==> src/design/go_to_point_steering_unit_assert.svh <==
// Assertion macros for the go-to-point steering unit.
// Both macros sample on clk_i and are disabled while rst_ni is low.
`ifndef GO_TO_POINT_STEERING_UNIT_ASSERT_SVH
`define GO_TO_POINT_STEERING_UNIT_ASSERT_SVH
`ifndef SYNTHESIS
`define GTPS_ASSERT(lbl, prop) \
  lbl: assert property (@(posedge clk_i) disable iff (!rst_ni) (prop)) \
    else $error("gtps: assertion failed");
`define GTPS_ASSERT_MSG(lbl, prop, msg) \
  lbl: assert property (@(posedge clk_i) disable iff (!rst_ni) (prop)) else $error(msg);
`else
`define GTPS_ASSERT(lbl, prop)
`define GTPS_ASSERT_MSG(lbl, prop, msg)
`endif
`endif

==> src/design/gtps_pkg.sv <==
package gtps_pkg;

  localparam int COORD_BITS      = 12;
  localparam int ANGLE_FRAC_BITS = 12;
  localparam int CORDIC_STAGES   = 14;

  localparam int GAIN_W  = 16;
  localparam int TOP_W   = 8;
  localparam int RAD_W   = 12;
  localparam int HEAD_W  = 15;
  localparam int SPEED_W = 9;
  localparam int CFG_W   = 16;

  localparam int TAB_LEN = 20;
  localparam int NSTG    = (CORDIC_STAGES < TAB_LEN) ? CORDIC_STAGES : TAB_LEN;
  localparam int IDX_W   = $clog2(TAB_LEN);

  // coordinate difference, CORDIC vector and angle widths
  localparam int DW        = COORD_BITS + 1;
  localparam int PRE_SHIFT = 16;
  localparam int XW        = DW + PRE_SHIFT + 3;
  localparam int ZW        = ANGLE_FRAC_BITS + 4;

  // squared distance
  localparam int SQ_W  = 2 * COORD_BITS + 1;
  localparam int RSQ_W = 2 * RAD_W;
  localparam int CMP_W = (SQ_W > RSQ_W) ? SQ_W : RSQ_W;

  // heading error, product and speed sums
  localparam int EW    = ((ZW > HEAD_W) ? ZW : HEAD_W) + 1;
  localparam int WW    = EW + 2;
  localparam int ERR_W = ANGLE_FRAC_BITS + 3;
  localparam int PW    = ERR_W + GAIN_W + 1;
  localparam int FS    = ANGLE_FRAC_BITS + 8;
  localparam int SW    = ((PW > TOP_W + FS + 1) ? PW : TOP_W + FS + 1) + 2;

  localparam logic [GAIN_W-1:0] GAIN_RST = GAIN_W'(256);
  localparam logic [TOP_W-1:0]  TOP_RST  = TOP_W'(128);
  localparam logic [RAD_W-1:0]  RAD_RST  = RAD_W'(16);
  localparam logic [RSQ_W-1:0]  RAD_SQ_RST = RSQ_W'(16 * 16);

  typedef enum logic [1:0] {
    CFG_STEER_GAIN    = 2'd0,
    CFG_TOP_SPEED     = 2'd1,
    CFG_ARRIVE_RADIUS = 2'd2
  } cfg_idx_e;

  // atan(2^-i) in Q30, then rounded into ANGLE_FRAC_BITS fraction bits
  localparam longint ATAN_Q30 [TAB_LEN] = '{
    64'sd843314856, 64'sd497837829, 64'sd263043836, 64'sd133525158, 64'sd67021686,
    64'sd33543515,  64'sd16775850,  64'sd8388437,   64'sd4194282,   64'sd2097149,
    64'sd1048575,   64'sd524287,    64'sd262143,    64'sd131071,    64'sd65535,
    64'sd32767,     64'sd16383,     64'sd8191,      64'sd4095,      64'sd2047
  };
  localparam longint PI_Q30 = 64'sd3373259426;

  function automatic longint q30_round(longint v);
    return (v + (longint'(1) <<< (29 - ANGLE_FRAC_BITS))) >>> (30 - ANGLE_FRAC_BITS);
  endfunction

  localparam longint PI_ANG = q30_round(PI_Q30);
  localparam longint TWO_PI = 2 * PI_ANG;
  localparam longint ONE_RAD = longint'(1) <<< ANGLE_FRAC_BITS;
  localparam logic signed [ZW-1:0] PI_Z = ZW'(PI_ANG);

  // worst-case number of 2*pi corrections, done as a binary greedy reduction
  localparam longint ERR_MAX = (longint'(1) <<< (HEAD_W - 1)) + PI_ANG +
                               (longint'(2) <<< ANGLE_FRAC_BITS);
  localparam longint WRAP_N  = (ERR_MAX - PI_ANG + TWO_PI - 1) / TWO_PI;
  localparam int WRAP_STEPS  = (WRAP_N < 2) ? 1 : $clog2(WRAP_N + 1);

  function automatic logic signed [ZW-1:0] atan_angle(int i);
    return ZW'(q30_round(ATAN_Q30[i]));
  endfunction

  // word handed along the CORDIC chain
  typedef struct packed {
    logic signed [XW-1:0]     x;
    logic signed [XW-1:0]     y;
    logic signed [ZW-1:0]     z;
    logic signed [HEAD_W-1:0] head;
    logic                     zero;
    logic                     arrived;
  } cdc_word_t;

endpackage

==> src/design/gtps_front.sv <==
module gtps_front (
  input  logic                          clk_i,
  input  logic                          rst_ni,
  input  logic                          in_valid_i,
  output logic                          in_ready_o,
  input  logic [gtps_pkg::COORD_BITS-1:0] robot_x_i,
  input  logic [gtps_pkg::COORD_BITS-1:0] robot_y_i,
  input  logic signed [gtps_pkg::HEAD_W-1:0] robot_heading_i,
  input  logic [gtps_pkg::COORD_BITS-1:0] goal_x_i,
  input  logic [gtps_pkg::COORD_BITS-1:0] goal_y_i,
  input  logic [gtps_pkg::RSQ_W-1:0]    rad_sq_i,
  output logic                          valid_o,
  input  logic                          ready_i,
  output gtps_pkg::cdc_word_t           word_o
);
  import gtps_pkg::*;

  // stage A: offsets
  logic                     a_vld_q;
  logic signed [DW-1:0]     a_dx_q, a_dy_q;
  logic signed [HEAD_W-1:0] a_head_q;
  // stage B: squares and quadrant fold
  logic                       b_vld_q;
  logic [2*COORD_BITS-1:0]    b_dx2_q, b_dy2_q;
  logic [2*COORD_BITS-1:0]    b_dx2_d, b_dy2_d;
  cdc_word_t                  b_word_q, b_word_d;
  // stage C: arrival test
  logic      c_vld_q;
  cdc_word_t c_word_q, c_word_d;

  logic a_rdy, b_rdy, c_rdy;
  logic signed [2*DW-1:0] dx2_full, dy2_full;
  logic signed [XW-1:0]   x0, y0;
  logic [SQ_W-1:0]        dist_sq;

  assign c_rdy      = ~c_vld_q | ready_i;
  assign b_rdy      = ~b_vld_q | c_rdy;
  assign a_rdy      = ~a_vld_q | b_rdy;
  assign in_ready_o = a_rdy;

  always_comb begin
    dx2_full = (2*DW)'(a_dx_q) * (2*DW)'(a_dx_q);
    dy2_full = (2*DW)'(a_dy_q) * (2*DW)'(a_dy_q);
    b_dx2_d  = dx2_full[2*COORD_BITS-1:0];
    b_dy2_d  = dy2_full[2*COORD_BITS-1:0];
    x0 = {{(XW-DW-PRE_SHIFT){a_dx_q[DW-1]}}, a_dx_q, {PRE_SHIFT{1'b0}}};
    y0 = {{(XW-DW-PRE_SHIFT){a_dy_q[DW-1]}}, a_dy_q, {PRE_SHIFT{1'b0}}};
    b_word_d.head    = a_head_q;
    b_word_d.zero    = (a_dx_q == '0) && (a_dy_q == '0);
    b_word_d.arrived = 1'b0;
    if (a_dx_q[DW-1]) begin
      // left half plane: rotate by pi first
      b_word_d.x = -x0;
      b_word_d.y = -y0;
      b_word_d.z = a_dy_q[DW-1] ? -PI_Z : PI_Z;
    end else begin
      b_word_d.x = x0;
      b_word_d.y = y0;
      b_word_d.z = '0;
    end
  end

  always_comb begin
    dist_sq          = SQ_W'(b_dx2_q) + SQ_W'(b_dy2_q);
    c_word_d         = b_word_q;
    c_word_d.arrived = CMP_W'(dist_sq) < CMP_W'(rad_sq_i);
  end

  always_ff @(posedge clk_i or negedge rst_ni) begin
    if (!rst_ni) begin
      a_vld_q <= 1'b0;
      b_vld_q <= 1'b0;
      c_vld_q <= 1'b0;
    end else begin
      if (a_rdy) a_vld_q <= in_valid_i;
      if (b_rdy) b_vld_q <= a_vld_q;
      if (c_rdy) c_vld_q <= b_vld_q;
    end
  end

  always_ff @(posedge clk_i) begin
    if (a_rdy && in_valid_i) begin
      a_dx_q   <= $signed({1'b0, goal_x_i}) - $signed({1'b0, robot_x_i});
      a_dy_q   <= $signed({1'b0, goal_y_i}) - $signed({1'b0, robot_y_i});
      a_head_q <= robot_heading_i;
    end
    if (b_rdy && a_vld_q) begin
      b_dx2_q  <= b_dx2_d;
      b_dy2_q  <= b_dy2_d;
      b_word_q <= b_word_d;
    end
    if (c_rdy && b_vld_q) c_word_q <= c_word_d;
  end

  assign valid_o = c_vld_q;
  assign word_o  = c_word_q;

endmodule

==> config.mk <==
export PLATFORM = sky130hd
export DESIGN_NAME = gtps_front
export DESIGN_NICKNAME = d
export VERILOG_FILES = /design/src/design/go_to_point_steering_unit_assert.svh /design/src/design/gtps_pkg.sv /design/src/design/gtps_front.sv
export SDC_FILE = /design/constraint.sdc
export NUM_CORES = 1
export LEC_CHECK = 0
export ABC_AREA = 1
export BUFFER_PORTS_ARGS = -buffer_cell sky130_fd_sc_hd__buf_4
export CORE_UTILIZATION = 55
export CTS_BUF_LIST = sky130_fd_sc_hd__clkbuf_8
export DETAILED_ROUTE_END_ITERATION = 8
export PLACE_DENSITY = 0.8
export SYNTH_ARGS = -nofsm -noshare
export SYNTH_HDL_FRONTEND = slang
export SYNTH_SLANG_ARGS = --single-unit
==> constraint.sdc <==
create_clock -name clk_i -period 14.3 [get_ports clk_i]
set_clock_uncertainty 0.2 [all_clocks]
set_input_delay 0 -clock clk_i [delete_from_list [all_inputs] [get_ports clk_i]]
set_output_delay 0 -clock clk_i [all_outputs]
set_load 0.01 [all_outputs]
After elaboration in Yosys (flattened, before gate mapping)
Index checks and enable logic that the tools add are counted.
{"block": "totals", "in_bits": 91, "out_inout_bits": 99, "elab_cells": 43, "reg_bits": 285}
{"block": "op_classes", "multipliers": 2, "n_addsub": 5, "muxes": 2, "reduce_logical": 6, "n_lt_le_gt_ge": 1, "bitwise_logic": 6}
{"operator": "2-to-1 mux 76 bit", "count": 1}
{"operator": "negator 29 -> 32 bit", "count": 2}
{"operator": "multiplier 13 x 13 -> 24 bit", "count": 2}
{"operator": "logical NOT 13 bit", "count": 2}
{"operator": "subtractor 12 x 12 -> 13 bit", "count": 2}
{"operator": "adder 24 x 24 -> 25 bit", "count": 1}
{"operator": "< comparator 25 x 24 -> 1 bit", "count": 1}
{"operator": "2-to-1 mux 16 bit", "count": 1}
{"operator": "logical AND 1 bit", "count": 4}
{"operator": "NOT 1 bit", "count": 3}
{"operator": "bitwise OR 1 bit", "count": 3}

Longest topological paths before layout
Gate-level depths: netlist (run 1).
{"block": "depth", "depth_word": 5, "depth_mapped": 27, "depth_no_buf": 25}

Worst setup path after synthesis (run 1)
OpenSTA, ideal clock, no wires.
{"block": "synth_timing", "kind": "reg-to-reg", "start": "register a_dx_q[12]", "end": "register b_dx2_q[22], data pin", "required_time_ns": 13.841, "n_path_buf": 3, "arrival_time_ns": 5.478, "setup_ns": 0.259, "path_stages_with_launch": 21, "slack_ns": 8.363, "synth_period_minus_slack_ns": 5.937, "path_cell_list": "edfxtp_1 > buf_2 > buf_2 > buf_1 > nand2_1 > fa_1 > fa_1 > inv_1 > fa_1 > fa_1 > inv_1 > fa_1 > inv_1 > ha_1 > ha_1 > inv_1 > nor3_2 > and3_1 > nand4_1 > nand3_1 > xor2_1"}
{"block": "synth_between", "elab_chain_cells": 1}
{"item": "start: declaration", "line_no": "gtps_front.sv:20", "rtl": "logic signed [DW-1:0] a_dx_q, a_dy_q;"}
{"item": "start signal: assignment", "line_no": "gtps_front.sv:83", "rtl": "a_dx_q <= $signed({1'b0, goal_x_i}) - $signed({1'b0, robot_x_i});"}
{"item": "multiplier 13 x 13 -> 24 bit", "line_no": "gtps_front.sv:42", "rtl": "dx2_full = (2*DW)'(a_dx_q) * (2*DW)'(a_dx_q);"}
{"item": "net dx2_full[22]", "line_no": "gtps_front.sv:32", "rtl": "logic signed [2*DW-1:0] dx2_full, dy2_full;"}
{"item": "end signal: assignment", "line_no": "gtps_front.sv:88", "rtl": "b_dx2_q <= b_dx2_d;"}
{"item": "end: declaration", "line_no": "gtps_front.sv:24", "rtl": "logic [2*COORD_BITS-1:0] b_dx2_q, b_dy2_q;"}
The timed path passes the listed nets, and every way through them passes these cells.
A chain may end at the register's enable or synchronous reset.

Worst setup path after layout (run 1)
{"block": "layout_timing", "start": "register a_dy_q[12]", "end": "register b_dy2_q[22], data pin"}
{"block": "layout_between", "elab_chain_cells": 1}
{"item": "start: declaration", "line_no": "gtps_front.sv:20"}
{"item": "start signal: assignment", "line_no": "gtps_front.sv:84", "rtl": "a_dy_q <= $signed({1'b0, goal_y_i}) - $signed({1'b0, robot_y_i});"}
{"item": "multiplier 13 x 13 -> 24 bit", "line_no": "gtps_front.sv:43", "rtl": "dy2_full = (2*DW)'(a_dy_q) * (2*DW)'(a_dy_q);"}
{"item": "net dy2_full[22]", "line_no": "gtps_front.sv:32"}
{"item": "end signal: assignment", "line_no": "gtps_front.sv:89", "rtl": "b_dy2_q <= b_dy2_d;"}
{"item": "end: declaration", "line_no": "gtps_front.sv:24"}
The timed path passes the listed nets, and every way through them passes these cells.

==> results of run 1 <==
## how the worst max path moves through the flow
| stage | startpoint | to | slack (ps) | cells after the start |
|---|---|---|---|---|
| after floorplan | a_dx_q[12] | b_dx2_q[22] | 8360 | 20 |
| after global placement | a_dx_q[12] | b_dx2_q[22] | 8150 | 19 |
| after detailed placement | a_dy_q[12] | b_dy2_q[22] | 7990 | 16 |
| after CTS | a_dy_q[12] | b_dy2_q[22] | 7930 | 16 |
| after global routing | a_dy_q[12] | b_dy2_q[23] | 7500 | 19 |
| final | a_dy_q[12] | b_dy2_q[22] | 7950 | 16 |
## cell usage after synthesis (2+ instances only)
cell type	instances	share of area [%]
nand3_2	4	0.19
o21ai_1	8	0.19
clkbuf_1	32	0.58
xnor2_1	42	1.8
nor4_1	3	0.091
o31ai_1	3	0.11
a21o_1	9	0.33
ha_1	211	13
nor2_2	3	0.091
nor2_1	83	1.5
o21ai_0	41	0.99
o21ai_2	5	0.21
buf_4	45	1.6
dfrtp_1	3	0.36
nor3_2	2	0.097
buf_2	3	0.073
nor3_4	2	0.16
edfxtp_1	188	27
o21bai_1	12	0.44
nand4_1	11	0.33
inv_1	511	9.3
buf_1	3	0.055
and3_1	2	0.061
nand2_2	4	0.12
inv_2	5	0.091
a31oi_1	6	0.18
fa_1	267	26
or2_2	3	0.091
nor3_1	17	0.41
a21oi_2	4	0.17
nand3_1	37	0.90
nand2_1	374	6.8
nor4_2	2	0.12
a21oi_1	84	2.0
a31o_2	3	0.13
a221oi_1	2	0.085
xor2_1	86	3.6
## metal layers
metal  track usage, %  part of all wire [%]
met2             43.8                    50
met3             3.87                   5.7
met5                0                     0
met4             7.03                   2.1
met1             32.0                    42
## kinds of logic (layout without fill, tap and decap cells)
kind of cell,Yosys count,in the layout,share of synthesized area (%)
buffers and inverters,600,804,11.8
flip-flops,191,191,27.7
XOR/XNOR,128,128,5.43
adder cells (fa/ha/maj),478,478,38.7
AND/OR/NAND/NOR,551,551,11.1
other,1,37,0.0182
AO/OA/AOI/OAI,186,186,5.27
## registers in the layout (all words and copies together) (netlist names), 13 cells and up
name,count
a_dy_q,13
b_dx2_q,23
word_o,52
b_dy2_q,23
b_word_q,49
a_dx_q,13
a_head_q,15
## final cells by class
type,instances,area [sq um]
Clock buffer,17,234
Clock inverter,15,184
Fill cell,2825,13300
Inverter,516,1940
Multi-Input combinational cell,1380,12600
Sequential cell,191,5720
Tap cell,468,586
Timing Repair Buffer,256,2170
## tightest hold or removal path: cells and delay by family
kind	cells	cell delay, ps
adder cells (fa/ha/maj)	1	230
buffers and inverters	2	180
XOR/XNOR	1	140
## through the flow
stage	instance area, sq um	setup WS (ps)	util, %	instances
2_1_floorplan	20800	8360	-	2171
3_3_place_gp	22100	8150	60.0	2713
3_5_place_dp	22100	7990	60.0	2713
4_1_cts	23500	7930	63.8	2843
5_1_grt	23500	7500	63.8	2843
6_report	23500	7950	63.8	2843
## placed cells by master, fill, tap and decap left out, drive strengths merged
cell,Yosys,layout
o2111ai,1,1
inv,516,524
nor4,5,5
edfxtp,188,188
a221oi,2,2
nand2,378,378
a31oi,6,6
ha,211,211
nor3,21,21
or2,4,4
bufinv,0,3
clkbuf,32,17
a211oi,1,1
nand3,41,41
a21o,9,9
clkinv,0,3
o21a,2,2
o21ai,54,54
and3,3,3
a21boi,2,2
a31o,3,3
o31ai,4,4
xnor2,42,42
nand2b,1,1
o21bai,12,12
clkinvlp,0,1
fa,267,267
nand4,11,11
dfrtp,3,3
buf,52,158
a21oi,88,88
conb,1,37
o211a,1,1
xor2,86,86
nor2,87,87
a211o,1,1
dlygate4sd3,0,98
## what timing repair did
item	CTS	global route
hold buffers	98	0
setup buffers	0	0
endpoints found under the hold margin	48	0
==> reports/results.txt, run 1 <==
vias in the first global route: 15800
CTS Root Cell: clkbuf_8
crit path time final: 6350 ps
setup TNS: 0 ps
Worst Path Arrival: 6490 ps
cts repair resizes: 0
Congestion Overflow GR: 0
Yosys reg bits: 191
Post-synth EDFFs: 188
Syn Inst Count: 2135
register area share after synthesis: 27.7%
post-synthesis area per instance: 9.67 sq um
DPL Wire Length: 35600 um
Initial DRT Pass Iterations: 5
startpoint types: flop
Synth async-reset ratio: 1.57%
RSZ-0062 raised after global routing: false
run status: completed
synth warn: 0
Clock Latency Late Sink: 510 ps
Hold Startpoint: goal_x_i[1]
Nets: 2931
reg2reg path depth: 16
Initial Utilization: 56.1%
Max Fclk: 157 MHz
drt wl/cell: 16.0 um
top_reg_cell synth: edfxtp_1
period utilization: 44.4%
Die ar.: 0.0383 sq mm
Max-Cap Viols: 0
first-pass GRT wire length: 75500 um
hold path cells: 4
worst rel slew slack: 34.9%
CP delay by family, top: adder cells
CP Cell Sequence: nand2_1 > inv_1 > fa_1 > inv_1 > fa_1 > inv_1 > fa_1 > fa_1 > fa_1 > ha_1 > ha_1 > nand2_1 > nor4_2 > nand4_1 > nand3_1 > xor2_1
hold path endpoint: a_dx_q[2]
Vias: 14700
worst path required time: 14440 ps
CP peak stage delay: 910 ps
DR DRC count: 0
crit-path most repeated cell: fa_1
CTS H-Tree Depth: 4
final-report max-slew violation count: 0
Layout area overhead: 13.7%
Longest Clk Path Bufs: 2
Tot GR Track Use: 24.9%
r2r setup slk: 7950 ps
TritonCTS clock tree: done
Floorplan Core Area: 0.0368 sq mm
DRT iter0 DRCs: 1004
clock sinks: 191
PortBufs: 155
Antenna Nets Post-Route: 0
Final Hold Fails: 0
final wirelength: 45400 um
hold crit path type: primary input to flop
critical path capture point type: flop
Die W: 196 um
final setup vio count: 0
Final GP Congestion: 0.915
worst slew pin tran: 976 ps
CTS Buf Count: 17
reg2reg start: a_dy_q[12]
n_diodes: 0
Slowest cell on crit path: fa_1
worst path buffer plus inverter count: 3
post-synth cell types: 52
die height: 196 um
largest net degree at the start of global routing: 69
Synth Cell Area: 0.0206 sq mm
worst hold slack: 27.0 ps
Ports: 190
critical path type: flop to flop
Critical Path Fanout Max: 23
CTS clk-pin slew, worst paths: 120 ps
reg2reg end: b_dy2_q[22]
via-per-instance ratio: 5.17
# rows: 70
antenna violations before repair: 0
share of cells above drive strength 1: 9.81%
Power of run 1 is left out: the tool's default activity adds up to more than one toggle a clock period on the data nets, which glitch-free logic cannot reach.
==> run 2, diff against run 1 <==
Clock period 14.3 ns to 6.2 ns, I/O delays scaled along.
==> reports/results.txt, run 2 (synthesis gave the netlist of run 1 again) <==
run status: completed
vias in the first global route: 16000
clock sinks: 191
design area: 0.0240 sq mm
area occupied by multi-input gates: 0.0127 sq mm
final-report max-slew violation count: 0
dpl cell area: 0.0224 sq mm
final setup vio count: 0
commonest non-fill, non-tap cells in the layout: inv_1, nand2_1, fa_1, ha_1, buf_4
critical path type: flop to flop
Clock Latency Late Sink: 530 ps
Antenna Nets Post-Route: 0
worst rel slew slack: 33.1%
die height: 196 um
Setup WS post-layout: 322 ps
Final Hold Fails: 0
hold crit path type: primary input to flop
Longest Clk Path Bufs: 2
Fill cells: 2784
commonest non-fill, non-tap cell in the layout: inv_1
Floorplan Core Area: 0.0368 sq mm
crit path time final: 5880 ps
RSZ-0062 raised after global routing: false
final wirelength: 46500 um
Layout area overhead: 16.0%
critical path capture point type: flop
startpoint types: flop
TritonCTS clock tree: done
DR DRC count: 0
share of cells above drive strength 1: 11.9%
Congestion Overflow GR: 0
Final GP Congestion: 0.945
Max-Cap Viols: 0
Die ar.: 0.0383 sq mm
n_diodes: 0
Die W: 196 um
Tot GR Track Use: 25.5%
DRT iter0 DRCs: 885
DPL Wire Length: 36500 um
Vias: 15000
DP Worst Slack: 136 ps
# rows: 70
max reg flops: 52
Initial Utilization: 56.1%
worst slew pin tran: 1000 ps
period utilization: 94.8%
antenna violations before repair: 0
Initial DRT Pass Iterations: 6
largest net degree at the start of global routing: 69
Ports: 190
worst path required time: 6270 ps
setup TNS: 0 ps
Critical Path Fanout Max: 12
Worst Path Arrival: 5950 ps
Max Fclk: 170 MHz
Nets: 2994
drt wl/cell: 16.0 um
via-per-instance ratio: 5.17
Reg area: 0.00572 sq mm
CTS H-Tree Depth: 4
CTS Buf Count: 17
PortBufs: 155
first-pass GRT wire length: 76900 um
CTS clk-pin slew, worst paths: 120 ps
CTS Root Cell: clkbuf_8
run 2: cell types whose count changed in the layout (fill, tap and decap cells not counted), moves of 2 or more:
cell	previous run	this run
buf_4	158	211
bufinv_16	3	0
clkinv_8	0	2
clkinvlp_4	1	3
dlygate4sd3_1	98	107
inv_8	3	5
run 2: per-layer routing:
layer	part of all wire, %	GRT usage (%)	vias up
li1	-	-	7107
met1	41	31.7	7306
met2	50	45.4	510
met3	6.7	4.76	99
met4	2.1	7.12	0
met5	0	0	-
run 2: per-stage QoR:
stage | hold WS, ps | instances | util, %
2_1_floorplan | -496 | 2171 | -
3_3_place_gp | -410 | 2752 | 60.8
3_5_place_dp | -405 | 2752 | 60.8
4_1_cts | 2.75 | 2891 | 64.7
5_1_grt | 10.8 | 2906 | 65.1
6_report | 32.8 | 2906 | 65.1
run 2: cell type report:
| type | instances | area share [%] |
|---|---|---|
| clock buffers | 17 | 0.976 |
| clock inverters | 15 | 0.611 |
| inverters | 516 | 8.09 |
| multi-input cells | 1380 | 52.8 |
| flip-flops and latches | 191 | 23.9 |
| well taps | 468 | 2.44 |
| repair buffers | 319 | 11.2 |
run 2: final timing paths:
kind,endpoint,cells after the start,from,slack [ps]
hold / removal,a_head_q[5],2,robot_heading_i[5],30
min in group asynchronous,b_vld_q,3,rst_ni,180
hold reg to reg,word_o[88],0,b_word_q[88],220
setup reg to reg,b_dy2_q[18],18,a_dy_q[8],320
setup / recovery,b_dy2_q[18],18,a_dy_q[8],320
max in group asynchronous,a_vld_q,3,rst_ni,5460
run 2: critical path, cell delays in order, from the launching register on:
cell,delay (ps)
edfxtp_1,730
buf_4,250
nand2_1,80
fa_1,560
inv_1,70
fa_1,470
fa_1,520
fa_1,520
fa_1,490
ha_1,310
ha_1,360
a21oi_1,260
a21boi_1,280
nand3_2,120
nand2_1,70
nand2_1,70
nand2_1,80
nand2_1,50
xor2_1,130
run 2: timing repair:
item | CTS | global route
buffers inserted | 0 | 15
hold buffers | 107 | 0
endpoints found under the hold margin | 48 | 0
resized for setup | 0 | 4
setup endpoints to repair | 0 | 6
Power of run 2 is left out for the same reason.
==> run 3, diff against run 2 <==
Settings changed: CORE_ASPECT_RATIO set to 0.9, MAX_ROUTING_LAYER set to met4.
==> reports/results.txt, run 3 (synthesis gave the netlist of run 1 again) <==
final-report max-slew violation count: 0
Longest Clk Path Bufs: 2
commonest non-fill, non-tap cell in the layout: inv_1
DR DRC count: 30
CTS Root Cell: clkbuf_8
Tot GR Track Use: 27.3%
vias in the first global route: 16100
Floorplan Core Area: 0.0366 sq mm
DRT iter0 DRCs: 1062
worst path required time: 6370 ps
n_diodes: 0
run status: complete, but fails checks
CTS H-Tree Depth: 4
Fill cells: 2755
Congestion Overflow GR: 0
hold crit path type: primary input to flop
PortBufs: 155
Final Util: 65.6%
Clock Latency Late Sink: 540 ps
clock sinks: 191
startpoint types: flop
Initial DRT Pass Iterations: 9
CTS clk-pin slew, worst paths: 110 ps
reg2reg start: a_dy_q[12]
critical path type: flop to flop
Final GP Congestion: 0.996
CTS Buf Count: 17
RSZ-0062 raised after global routing: false
critical path capture point type: flop
commonest non-fill, non-tap cells in the layout: inv_1, nand2_1, fa_1, buf_4, ha_1
DPL Wire Length: 37900 um
antenna violations before repair: 0
Critical Path Fanout Max: 14
final wirelength: 47900 um
Max Fclk: 168 MHz
final setup vio count: 0
TritonCTS clock tree: done
dpl cell area: 0.0224 sq mm
Hold Startpoint: robot_heading_i[1]
via-per-instance ratio: 5.21
Die ar.: 0.0383 sq mm
worst slew pin tran: 985 ps
Antenna Nets Post-Route: 0
period utilization: 96.0%
Final Hold Fails: 0
failing checks: DRC
Vias: 15200
Max-Cap Viols: 0
largest net degree at the start of global routing: 70
Layout area overhead: 16.1%
Initial Utilization: 56.4%
Ports: 190
Die W: 206 um
design area: 0.0240 sq mm
drt wl/cell: 16.4 um
# rows: 66
Worst Path Arrival: 6120 ps
share of cells above drive strength 1: 12.0%
first-pass GRT wire length: 78300 um
worst hold slack: 32.6 ps
CP startpoint: a_dy_q[12]
setup TNS: 0 ps
Nets: 2998
crit path time final: 5950 ps
max reg flops: 52
die height: 186 um
worst rel slew slack: 34.3%
[run 3: cell count changes in the layout (fill, tap and decap cells not counted), sizes merged]
cell,before,now
buf,212,216
bufinv,0,1
clkinv,4,6
clkinvlp,3,1
inv,524,523
[run 3: critical path, cell delays in order, from the launching register on]
cell      delay (ps)
edfxtp_1         470
buf_4            240
nand2_1           80
inv_1             90
fa_1             680
inv_1            150
fa_1             550
inv_1             50
fa_1             460
fa_1             550
inv_1             60
fa_1             520
inv_1             40
ha_1             280
ha_1             350
nand2_1          150
nor4_2           400
nand4_1          150
nand3_1          150
xor2_1           180
[run 3: per-stage QoR]
stage	setup slack, ps	instances
floorplan	263	2171
finish	246	2918
detailed placement	168	2760
global route	4.61	2918
CTS	149	2899
global placement	325	2760
[run 3: layout make-up]
class / count / area [sq um] / area share (%)
tap: 476 / 596 / 2.48
multi-input combinational: 1380 / 12600 / 52.7
clock buffer: 17 / 234 / 0.976
clock inverter: 15 / 151 / 0.631
inverter: 516 / 1940 / 8.09
timing repair buffer: 323 / 2690 / 11.2
sequential: 191 / 5720 / 23.9
[run 3: repair_timing]
action                                  4_1_cts  5_1_grt
hold buffers                                107        0
endpoints found under the setup margin        0        7
resized for setup                             0        2
buffers inserted                              0       19
hold endpoints to repair                     48        0
[run 3: path summary, 6_finish.rpt]
check                               to  slack (ps)  depth (start not counted)
max reg2reg                b_dy2_q[22]         250                         19
min reg2reg                 word_o[90]         210                          0
max                        b_dy2_q[22]         250                         19
min in group asynchronous      a_vld_q         170                          3
min                        a_head_q[1]          30                          2
max in group asynchronous      valid_o        5450                          3
[run 3: routing by layer]
| layer | wire [um] | share of wire [%] | up-vias | GRT usage, % |
|---|---|---|---|---|
| met5 | 0 | 0 | - | - |
| met2 | 22800 | 48 | 657 | 44.5 |
| met3 | 3270 | 6.8 | 97 | 4.31 |
| li1 | - | - | 7108 | - |
| met4 | 1300 | 2.7 | 0 | 9.53 |
| met1 | 20500 | 43 | 7342 | 34.6 |
Power of run 3 is left out for the same reason.
